==> config.mk <==
export PLATFORM = sky130hd
export DESIGN_NAME = mwc_queue
export DESIGN_NICKNAME = d
export VERILOG_FILES = /design/src/rtl/mwc_pkg.sv /design/src/rtl/mwc_queue.sv
export SDC_FILE = /design/constraint.sdc
export NUM_CORES = 1
export LEC_CHECK = 0
export BUFFER_PORTS_ARGS = -buffer_cell sky130_fd_sc_hd__buf_2
export CELL_PAD_IN_SITES_DETAIL_PLACEMENT = 0
export CELL_PAD_IN_SITES_GLOBAL_PLACEMENT = 1
export CORE_MARGIN = 1.5
export CORE_UTILIZATION = 45
export CTS_BUF_LIST = sky130_fd_sc_hd__clkbuf_2 sky130_fd_sc_hd__clkbuf_4 sky130_fd_sc_hd__clkbuf_8
export CTS_CLUSTER_DIAMETER = 80
export DETAILED_ROUTE_END_ITERATION = 6
export GPL_ROUTABILITY_DRIVEN = 0
export PLACE_DENSITY = 0.74
export SLEW_MARGIN = 20
export SYNTH_ARGS = -nofsm -noshare
export SYNTH_HDL_FRONTEND = slang
export SYNTH_SLANG_ARGS = --single-unit
==> constraint.sdc <==
create_clock -name clk -period 3.6 [get_ports clk]
set_input_delay 0.36 -clock clk [delete_from_list [all_inputs] [get_ports clk]]
set_output_delay 0.36 -clock clk [all_outputs]
set_load 0.005 [all_outputs]
==> src/rtl/mwc_pkg.sv <==
`timescale 1ns / 1ps
// ---------------------------------------------------------------------------
// mwc_pkg
// Shared constants, codes and types of the minimum window cover unit.
// ---------------------------------------------------------------------------
package mwc_pkg;

  localparam int MAX_LEN_DEF  = 4096;
  localparam int ALPHABET_DEF = 128;

  localparam int KIND_W   = 2;
  localparam int SYM_W    = 7;
  localparam int START_W  = 12;
  localparam int LENGTH_W = 13;

  localparam int QUEUE_DEPTH = 4;

  localparam logic [KIND_W-1:0] KIND_PATTERN = 2'd0;
  localparam logic [KIND_W-1:0] KIND_TEXT    = 2'd1;
  localparam logic [KIND_W-1:0] KIND_END     = 2'd2;

  typedef enum logic [1:0] {
    OP_PATTERN,
    OP_TEXT,
    OP_END
  } mwc_op_t;

  typedef struct packed {
    mwc_op_t          op;
    logic [SYM_W-1:0] sym;
  } mwc_cmd_t;

  typedef enum logic [2:0] {
    BK_IDLE,
    BK_PAT,
    BK_TXT,
    BK_CHECK,
    BK_FETCH,
    BK_GIVE
  } mwc_state_t;

endpackage

==> src/rtl/mwc_queue.sv <==
`timescale 1ns / 1ps
// ---------------------------------------------------------------------------
// mwc_queue
// Short command queue between the front and the back.
// ---------------------------------------------------------------------------
module mwc_queue (
  input  logic              clk,
  input  logic              rst,
  input  logic              push,
  input  mwc_pkg::mwc_cmd_t push_cmd,
  output logic              full,
  output logic              q_valid,
  output mwc_pkg::mwc_cmd_t q_cmd,
  input  logic              q_pop
);
  import mwc_pkg::*;

  localparam int PTR_W = (QUEUE_DEPTH > 1) ? $clog2(QUEUE_DEPTH) : 1;
  localparam int CNT_W = $clog2(QUEUE_DEPTH + 1);

  mwc_cmd_t         slots [QUEUE_DEPTH];
  logic [PTR_W-1:0] wr_ptr;
  logic [PTR_W-1:0] rd_ptr;
  logic [CNT_W-1:0] fill;

  assign full    = (fill == CNT_W'(QUEUE_DEPTH));
  assign q_valid = (fill != '0);
  assign q_cmd   = slots[rd_ptr];

  always_ff @(posedge clk) begin
    if (push) begin
      slots[wr_ptr] <= push_cmd;
    end
  end

  always_ff @(posedge clk) begin
    if (rst) begin
      wr_ptr <= '0;
      rd_ptr <= '0;
      fill   <= '0;
    end else begin
      if (push) begin
        wr_ptr <= (wr_ptr == PTR_W'(QUEUE_DEPTH - 1)) ? '0 : wr_ptr + PTR_W'(1);
      end
      if (q_pop) begin
        rd_ptr <= (rd_ptr == PTR_W'(QUEUE_DEPTH - 1)) ? '0 : rd_ptr + PTR_W'(1);
      end
      case ({push, q_pop})
        2'b10:   fill <= fill + CNT_W'(1);
        2'b01:   fill <= fill - CNT_W'(1);
        default: fill <= fill;
      endcase
    end
  end

endmodule

==> results of run 1 <==
[kinds of logic after synthesis]
family | Yosys count | share of synthesized area
AOI/OAI and AO/OA | 5 | 0.0143
xor gates and xnor gates | 2 | 0.0100
adders and majority gates | 7 | 0.0544
buffers and inverters | 9 | 0.0243
DFF | 45 | 0.721
muxes | 11 | 0.127
and+or+nand+nor | 16 | 0.0486
[power by group through the flow]
stage | clock network (mW) | registers, mW | logic [mW]
final | 0.279 | 0.605 | 0.0960
after global placement | 0 | 0.616 | 0.0956
after CTS | 0.290 | 0.606 | 0.0980
after floorplan | 0 | 0.607 | 0.0670
after detailed placement | 0 | 0.618 | 0.0978
after global routing | 0.313 | 0.609 | 0.111
[state kept, by name (all words and copies together), names as in the netlist, named ones only]
name    flops
slots      36
fill        3
rd_ptr      2
wr_ptr      2
[stage by stage]
step,instance area (um^2),instances,util,total power [mW],worst slack (ns)
floorplan,1750,95,-,0.674,1.95
global placement,1910,164,0.517,0.712,1.71
detailed placement,1910,164,0.517,0.716,1.71
CTS,1990,172,0.539,0.994,1.43
global route,1990,172,0.539,1.03,1.33
finish,1990,172,0.539,0.981,1.51
[cells in the final DEF (no fill, tap or decap)]
master    synthesis  routed
a21oi_1           4       4
and2_1            4       4
and3_1            1       1
buf_2             0      23
clkbuf_8          0       5
clkinv_1          0       2
clkinv_2          0       1
dfxtp_1           9       9
edfxtp_1         36      36
fa_1              1       1
ha_1              6       6
inv_1             7       7
mux2i_1           2       2
mux4_2            9       9
nor2_1            7       7
nor3b_1           2       2
o21ai_0           1       1
or3_1             2       2
xor2_1            2       2
[area by class of cell]
class,instances,area [um^2]
inverters,7,26.3
flip-flops and latches,45,1260
clock inverters,3,12.5
fillers,308,1700
repair buffers,23,115
multi-input cells,41,445
clock buffers,5,68.8
well taps,48,60.1
[metal layers]
layer,vias up,part of all wire
met5,-,0
met4,0,0.019
met3,5,0.053
met2,19,0.48
met1,394,0.45
li1,412,-
[worst paths after layout]
check | start | endpoint | slack, ns | cells past startpoint
setup / recovery | flip-flop | q_cmd[0] | 1.51 | 2
hold / removal | push_cmd[0] | slots[2][0] | 0.28 | 1
setup reg to reg | fill[0] | fill[2] | 2.04 | 5
hold reg to reg | fill[2] | fill[2] | 0.51 | 2
==> results by group, run 1 <==
Status
  – Outcome: complete, no violations

STA
  – Tightest Pin Transition: 0.615 ns
  – Final Hold Fails: 0
  – Final period util: 0.581
  – Skew final: 0.00383 ns
  – Max Freq: 478 MHz
  – Slew Viols, Final: 0
  – RSZ-0062 raised after global routing: false
  – Hold slack: 0.284 ns
  – # setup viols final: 0
  – Min cycle time layout: 2.09 ns
  – TNS Setup: 0 ns
  – Relative slew margins: 0.589

Yosys
  – Main synth FF type: edfxtp_1
  – Syn Area/Cell: 18.4 um^2
  – Number of synthesized flops with an enable pin: 36
  – Synthesized cell area: 1750 um^2
  – FFs w/ async S/R, synth: 0
  – Top cell type's share of synthesized area: 0.618
  – Yosys cell types: 17
  – Sequential area share after synthesis: 0.721
  – Most numerous cell in the Yosys netlist: edfxtp_1
  – YS warnings: 0
  – Dominant cells by area after synthesis: edfxtp_1 62%, mux4_2 12%, dfxtp_1 10%
  – Largest area contributor in the netlist: edfxtp_1
  – Synth cell count leaders: 36 x edfxtp_1, 9 x dfxtp_1, 9 x mux4_2
  – #FFs+latches synth: 45
  – Synthesized net count: 115
  – Cell count after synthesis: 95

Power
  – Internal: 0.770 mW
  – Power density cells: 493 nW/um^2
  – Logic pwr share: 0.098
  – Seq pwr share: 0.617
  – Net Switching: 0.211 mW
  – Sw Share: 0.215
  – Clock Power Share: 0.285
  – Peak supply drop: 0.000249 V
  – Lkg Pwr: 0.729 nW

Placement
  – DP HPWL: 1.71 mm
  – I/O Buffers: 23

Detailed routing
  – DRT Pass-1 Iters: 4
  – Vias/cell: 4.83
  – Drt wl/cell: 14.5 um
  – DRT iter0 DRCs: 27
  – WL final: 2.50 mm
  – Vias: 830
  – Routed Antenna Nets: 0
  – # DRC: 0

Setup path
  – Max stage delay on crit path: 0.72 ns
  – Crit Path Class: flip-flop to output pin
  – CP max stage cell: dfxtp_1
  – Critical Path RT: 3.24 ns
  – Crit Path Max Fanout: 9
  – Critical Path, Cell by Cell: mux4_2 > buf_2
  – CP Launch Type: flip-flop
  – CP delay by family, top: flip-flops
  – Data arrival, critical path: 1.73 ns
  – CP Capture Type: output pin
  – CP bufs+invs: 1

Clocking
  – Clock transition at the registers of the reported paths: 0.08 ns
  – H-tree depth: 2
  – CTS resizes: 0
  – Worst-skew pair later-pin latency: 0.29 ns
  – Clock Path Buffers: 2
  – Hold_buf cts: 0
  – TritonCTS Buffers: 5
  – Post-CTS setup buffer count: 0
  – CTS sink cnt: 45
  – Root Buffer: clkbuf_8
  – CTS tree: built

Global route
  – First-pass GRT wire length: 4.37 mm
  – Met3 GRT Util: 0.0582
  – Total gr overflow: 0
  – Gr busiest metal: met2
  – Largest net degree at the start of global routing: 14
  – Initial antenna violation count: 0
  – Met1 usage: 0.190
  – GR met2 Demand/Resource: 0.226
  – Gr usage total: 0.148
  – Number of global-route vias before repair: 929

Layout
  – Nets: 143
  – Share of cells above drive strength 1: 0.306
  – Ant diodes: 0
  – P&R area growth vs syn: 13.7%

Floorplanning
  – Die height: 65.3 um
  – Initial core utilization: 0.474
  – Num rows: 22
  – CORE AREA: 3690 um^2
  – Ports: 24
  – DIE WIDTH: 65.3 um
  – Die area: 4270 um^2

Run
  – # Max-Cap Violations: 0

Min path
  – HP Class: primary input to flip-flop
Note: power is estimated with default switching activity, not from simulation.
==> run 2: changes to the inputs <==
--- a/config.mk
+++ b/config.mk
@@ -14,7 +14,7 @@
 export CTS_CLUSTER_DIAMETER = 80
 export DETAILED_ROUTE_END_ITERATION = 6
 export GPL_ROUTABILITY_DRIVEN = 0
-export PLACE_DENSITY = 0.74
+export PLACE_DENSITY = 0.77
 export SLEW_MARGIN = 20
 export SYNTH_ARGS = -nofsm -noshare
 export SYNTH_HDL_FRONTEND = slang
==> constraint.sdc (replaced) <==
create_clock -name clk -period 1.85 [get_ports clk]
set_input_delay 0.185 -clock clk [delete_from_list [all_inputs] [get_ports clk]]
set_output_delay 0.185 -clock clk [all_outputs]
set_load 0.005 [all_outputs]
==> run 2 against run 1 <==
  * Worst hold slack got worse by 0.18 ns
  * Power rose by 100%
  * Final area is 0.82% higher
  * Setup slack lost 1.3 ns
  * Register-to-register slack lost 1.7 ns
  * Combinational power grew 110%
  * Wire length is 3.4% higher
  * Clock power is 110% higher
  * Cell count is 0.58% higher
  * Clock skew down 0.00061 ns
  * Critical endpoint is now q_cmd[7]
  * Largest power group unchanged
==> results by group, run 2 (synthesized netlist as in run 1, its figures left out) <==
STA
  – TNS Setup: 0 ns (unchanged)
  – Final period util: 0.908
  – Min cycle time layout: 1.68 ns
  – RSZ-0062 raised after global routing: false (unchanged)
  – Final worst slack: 0.170 ns (was 1.51 ns)
  – Max Freq: 595 MHz
  – Relative slew margins: 0.683 (was 0.589)
  – # setup viols final: 0 (unchanged)
  – Final Hold Fails: 0 (unchanged)
  – Slew Viols, Final: 0 (unchanged)
  – Tightest Pin Transition: 0.475 ns (was 0.615 ns)
  – Skew final: 0.00322 ns (was 0.00383 ns)

Min path
  – Hold Crit Depth: 1 (unchanged)
  – HP Class: primary input to flip-flop (unchanged)

Layout
  – Area of the multi-input gates: 445 um^2 (unchanged)
  – Most frequent cells in the layout: 36 x edfxtp_1, 23 x buf_2, 9 x mux4_2, 9 x dfxtp_1 (unchanged)
  – Largest regs: slots x36, fill x3 (unchanged)
  – P&R area growth vs syn: 14.7% (was 13.7%)
  – Max FFs per register: 36 (unchanged)
  – Share of cells above drive strength 1: 0.320 (was 0.306)
  – Non-Filler Instances: 173 (was 172)
  – Nets: 144 (was 143)
  – Most flops, register: slots (unchanged)
  – Reg area: 1260 um^2 (unchanged)
  – Final Util: 0.544 (was 0.539)
  – Commonest non-fill, non-tap cell in the layout: edfxtp_1 (unchanged)
  – Number of fillers in the final layout: 314 (was 308)
  – Ant diodes: 0 (unchanged)

Setup path
  – CP Capture Type: output pin (unchanged)
  – Data arrival, critical path: 1.49 ns (was 1.73 ns)
  – Worst reg-to-reg path cell count: 5 (unchanged)
  – CP Launch Type: flip-flop (unchanged)
  – Crit Path Class: flip-flop to output pin (unchanged)
  – Crit Path Max Fanout: 9 (unchanged)
  – Critical Path RT: 1.66 ns (was 3.24 ns)

Floorplanning
  – Num rows: 22 (unchanged)
  – DIE WIDTH: 65.3 um (unchanged)
  – Ports: 24 (unchanged)
  – Die area: 4270 um^2 (unchanged)
  – CORE AREA: 3690 um^2 (unchanged)
  – Initial core utilization: 0.474 (unchanged)
  – Die height: 65.3 um (unchanged)

Detailed routing
  – DRT iter0 DRCs: 50 (was 27)
  – DRT Pass-1 Iters: 4 (unchanged)
  – WL final: 2.59 mm (was 2.50 mm)
  – Vias: 861 (was 830)
  – Vias/cell: 4.98 (was 4.83)
  – # DRC: 0 (unchanged)
  – Routed Antenna Nets: 0 (unchanged)
  – Drt wl/cell: 14.9 um (was 14.5 um)

Power
  – Peak supply drop: 0.000507 V (was 0.000249 V)
  – Lkg Pwr: 0.738 nW (was 0.729 nW)
  – Power density cells: 977 nW/um^2 (was 493 nW/um^2)

Clocking
  – Root Buffer: clkbuf_8 (unchanged)
  – Worst-skew pair later-pin latency: 0.29 ns (about the same)
  – Post-CTS setup buffer count: 0 (unchanged)
  – Clock transition at the registers of the reported paths: 0.08 ns (about the same)
  – CTS tree: built (unchanged)
  – TritonCTS Buffers: 5 (unchanged)
  – CTS resizes: 0 (unchanged)
  – Clock Path Buffers: 2 (unchanged)
  – Hold_buf cts: 0 (unchanged)
  – CTS sink cnt: 45 (unchanged)
  – H-tree depth: 2 (unchanged)

Status
  – Outcome: complete, no violations (unchanged)

Global route
  – Number of global-route vias before repair: 938 (was 929)
  – Largest net degree at the start of global routing: 16 (was 14)
  – First-pass GRT wire length: 4.49 mm (was 4.37 mm)
  – Gr usage total: 0.150 (was 0.148)
  – Initial antenna violation count: 0 (unchanged)
  – Total gr overflow: 0 (unchanged)

Placement
  – Dpl ws: 0.133 ns (was 1.71 ns)
  – Inst Count DP: 165 (was 164)
  – I/O Buffers: 23 (unchanged)
  – DP HPWL: 1.83 mm (was 1.71 mm)

Run
  – # Max-Cap Violations: 0 (unchanged)
[run 2: critical path: stages, from the launching register on]
cell,delay (ns)
dfxtp_1,0.31
buf_4,0.22
mux4_2,0.53
buf_2,0.14
[run 2: area by class of cell]
type,instances,area share
flip-flops and latches,45,0.629
clock buffers,5,0.0343
clock inverters,3,0.0106
well taps,48,0.0299
repair buffers,24,0.0611
multi-input cells,41,0.222
inverters,7,0.0131
[run 2: path summary, 6_finish.rpt]
path	from	to	slack [ns]
max	flip-flop	q_cmd[7]	0.17
min	push_cmd[6]	slots[2][6]	0.10
max reg2reg	fill[0]	fill[2]	0.30
min reg2reg	fill[1]	fill[1]	0.52
[run 2: metrics by stage]
stage | hold slack (ns) | cell area (um^2) | power, mW
finish | 0.100 | 2010 | 1.96
global route | 0.0872 | 2010 | 2.07
CTS | 0.0881 | 2010 | 1.99
detailed placement | 0.408 | 1920 | 1.40
global placement | 0.395 | 1920 | 1.39
floorplan | 0.254 | 1750 | 1.31
[run 2: power by group]
group	internal (mW)	total, mW	switching (mW)	leakage [nW]
Sequential	1.14	1.17	0.0260	0.405
Clock	0.268	0.591	0.323	0.0462
Combinational	0.103	0.200	0.0965	0.287
Total	1.51	1.96	0.445	0.738
[run 2: routing by layer]
metal	global-route usage	share of wire	wire length (um)
met1	0.171	0.42	1090
met4	0.0703	0.022	56
met5	0	0	0
met3	0.0514	0.043	112
met2	0.253	0.51	1320
==> run 3: changes to the inputs <==
--- a/config.mk
+++ b/config.mk
@@ -15,6 +15,8 @@
 export DETAILED_ROUTE_END_ITERATION = 6
 export GPL_ROUTABILITY_DRIVEN = 0
 export PLACE_DENSITY = 0.77
+export SETUP_SLACK_MARGIN = 0.4
+export SKIP_LAST_GASP = 1
 export SLEW_MARGIN = 20
 export SYNTH_ARGS = -nofsm -noshare
 export SYNTH_HDL_FRONTEND = slang
==> run 3 against run 2 <==
  * First-iteration DRC count fell by 38%
  * Clock power rose by 43%
  * Clock skew barely moved
  * Sequential power barely moved
  * Critical endpoint is now q_cmd[2]
  * Largest cell class unchanged
==> results by group, run 3 (synthesized netlist as in run 1, its figures left out) <==
Layout
  – Commonest non-fill, non-tap cell in the layout: edfxtp_1 (unchanged)
  – Nets: 145 (was 144)
  – Ant diodes: 0 (unchanged)
  – Max FFs per register: 36 (unchanged)
  – Most frequent cells in the layout: 36 x edfxtp_1, 23 x buf_2, 9 x mux4_2 (was 36 x edfxtp_1, 23 x buf_2, 9 x mux4_2, 9 x dfxtp_1)
  – Most flops, register: slots (unchanged)
  – Share of cells above drive strength 1: 0.413 (was 0.320)
  – Design area: 2090 um^2 (was 2010 um^2)
  – Largest regs: slots x36, fill x3 (unchanged)
  – P&R area growth vs syn: 19.5% (was 14.7%)

STA
  – Min cycle time layout: 1.62 ns (was 1.68 ns)
  – RSZ-0062 raised after global routing: true (was false)
  – Slew Viols, Final: 0 (unchanged)
  – Relative slew margins: 0.684 (was 0.683)
  – Final period util: 0.876 (was 0.908)
  – Skew final: 0.00316 ns (was 0.00322 ns)
  – Tightest Pin Transition: 0.474 ns (was 0.475 ns)
  – # setup viols final: 0 (unchanged)
  – Final Hold Fails: 0 (unchanged)
  – TNS Setup: 0 ns (unchanged)
  – Max Freq: 617 MHz (was 595 MHz)

Global route
  – Gr usage total: 0.140 (was 0.150)
  – Largest net degree at the start of global routing: 15 (was 16)
  – Number of global-route vias before repair: 920 (was 938)
  – Total gr overflow: 0 (unchanged)
  – Initial antenna violation count: 0 (unchanged)
  – First-pass GRT wire length: 4.28 mm (was 4.49 mm)

Floorplanning
  – Die area: 4270 um^2 (unchanged)
  – CORE AREA: 3690 um^2 (unchanged)
  – Ports: 24 (unchanged)
  – Initial core utilization: 0.474 (unchanged)
  – Num rows: 22 (unchanged)
  – DIE WIDTH: 65.3 um (unchanged)
  – Die height: 65.3 um (unchanged)

Detailed routing
  – Drt wl/cell: 14.8 um (was 14.9 um)
  – # DRC: 0 (unchanged)
  – DRT Pass-1 Iters: 4 (unchanged)
  – Vias/cell: 4.95 (was 4.98)
  – Vias: 861 (unchanged)
  – Routed Antenna Nets: 0 (unchanged)
  – DRT iter0 DRCs: 31 (was 50)
  – WL final: 2.58 mm (was 2.59 mm)

Setup path
  – Crit Path Max Fanout: 5 (was 9)
  – Max stage delay on crit path: 0.51 ns (was 0.53 ns)
  – CP max stage cell: mux4_2 (unchanged)
  – CP Capture Type: output pin (unchanged)
  – Critical Path RT: 1.66 ns (about the same)
  – Data arrival, critical path: 1.44 ns (was 1.49 ns)
  – CP Launch Type: flip-flop (unchanged)
  – Crit Path Class: flip-flop to output pin (unchanged)
  – Critical Path, Cell by Cell: buf_6 > mux4_2 > buf_2 (was buf_4 > mux4_2 > buf_2)

Clocking
  – Hold_buf cts: 0 (unchanged)
  – Root Buffer: clkbuf_8 (unchanged)
  – Worst-skew pair later-pin latency: 0.29 ns (about the same)
  – H-tree depth: 2 (unchanged)
  – TritonCTS Buffers: 5 (unchanged)
  – Clock transition at the registers of the reported paths: 0.08 ns (about the same)
  – Post-CTS setup buffer count: 0 (unchanged)
  – Clock Path Buffers: 2 (unchanged)
  – CTS tree: built (unchanged)
  – CTS sink cnt: 45 (unchanged)

Power
  – Peak supply drop: 0.000562 V (was 0.000507 V)
  – Power density cells: 1070 nW/um^2 (was 977 nW/um^2)
  – Lkg Pwr: 0.770 nW (was 0.738 nW)

Run
  – # Max-Cap Violations: 0 (unchanged)

Placement
  – I/O Buffers: 23 (unchanged)
  – Post-DP Area: 1920 um^2 (about the same)
  – DP HPWL: 1.82 mm (was 1.83 mm)

Min path
  – HP Class: primary input to flip-flop (unchanged)

Status
  – Outcome: complete, no violations (unchanged)
[run 3: metal layers]
| layer | GRT usage | routed length (um) | vias up |
|---|---|---|---|
| met2 | 0.237 | 1350 | 20 |
| li1 | - | - | 416 |
| met5 | 0 | 0 | - |
| met4 | 0.0391 | 25 | 0 |
| met3 | 0.0497 | 117 | 3 |
| met1 | 0.169 | 1080 | 422 |
[run 3: per-stage QoR]
step | hold slack (ns) | power, mW | setup slack (ns) | utilization | cells
2_1_floorplan | 0.254 | 1.31 | 0.422 | - | 95
3_3_place_gp | 0.395 | 1.39 | 0.249 | 0.521 | 165
3_5_place_dp | 0.405 | 1.40 | 0.206 | 0.521 | 165
4_1_cts | 0.0989 | 2.24 | 0.202 | 0.561 | 174
5_1_grt | 0.0952 | 2.32 | 0.165 | 0.566 | 174
6_report | 0.106 | 2.23 | 0.230 | 0.566 | 174
[run 3: worst paths after layout]
check / from / to / slack [ns] / cells past startpoint
max: flip-flop / q_cmd[2] / 0.23 / 3
min: push_cmd[2] / slots[2][2] / 0.11 / 1
max reg2reg: fill[1] / fill[2] / 0.42 / 5
min reg2reg: fill[1] / fill[1] / 0.51 / 2
[run 3: cell type report]
cell class                      instances  area [um^2]
Clock buffer                            5         68.8
Multi-Input combinational cell         41          469
Timing Repair Buffer                   25          134
Sequential cell                        45         1270
Fill cell                             296         1600
Inverter                                7         26.3
Clock inverter                          3         65.1
Tap cell                               48         60.1
[run 3: power breakdown]
group / switching, mW / internal [mW] / total (mW)
registers: 0.0282 / 1.15 / 1.17
logic: 0.0989 / 0.113 / 0.211
clock network: 0.312 / 0.536 / 0.848
total: 0.439 / 1.79 / 2.23
[run 3: what timing repair did]
item | 4_1_cts | 5_1_grt
resized for setup | 6 | 5
setup endpoints to repair | 10 | 19
cloned | 1 | 0
pin swaps | 2 | 3
[run 3: critical path: cells and delay by family (launching register included)]
| kind | cells | cell delay [ns] |
|---|---|---|
| buf+inv | 2 | 0.28 |
| flops | 1 | 0.35 |
| mux | 1 | 0.51 |
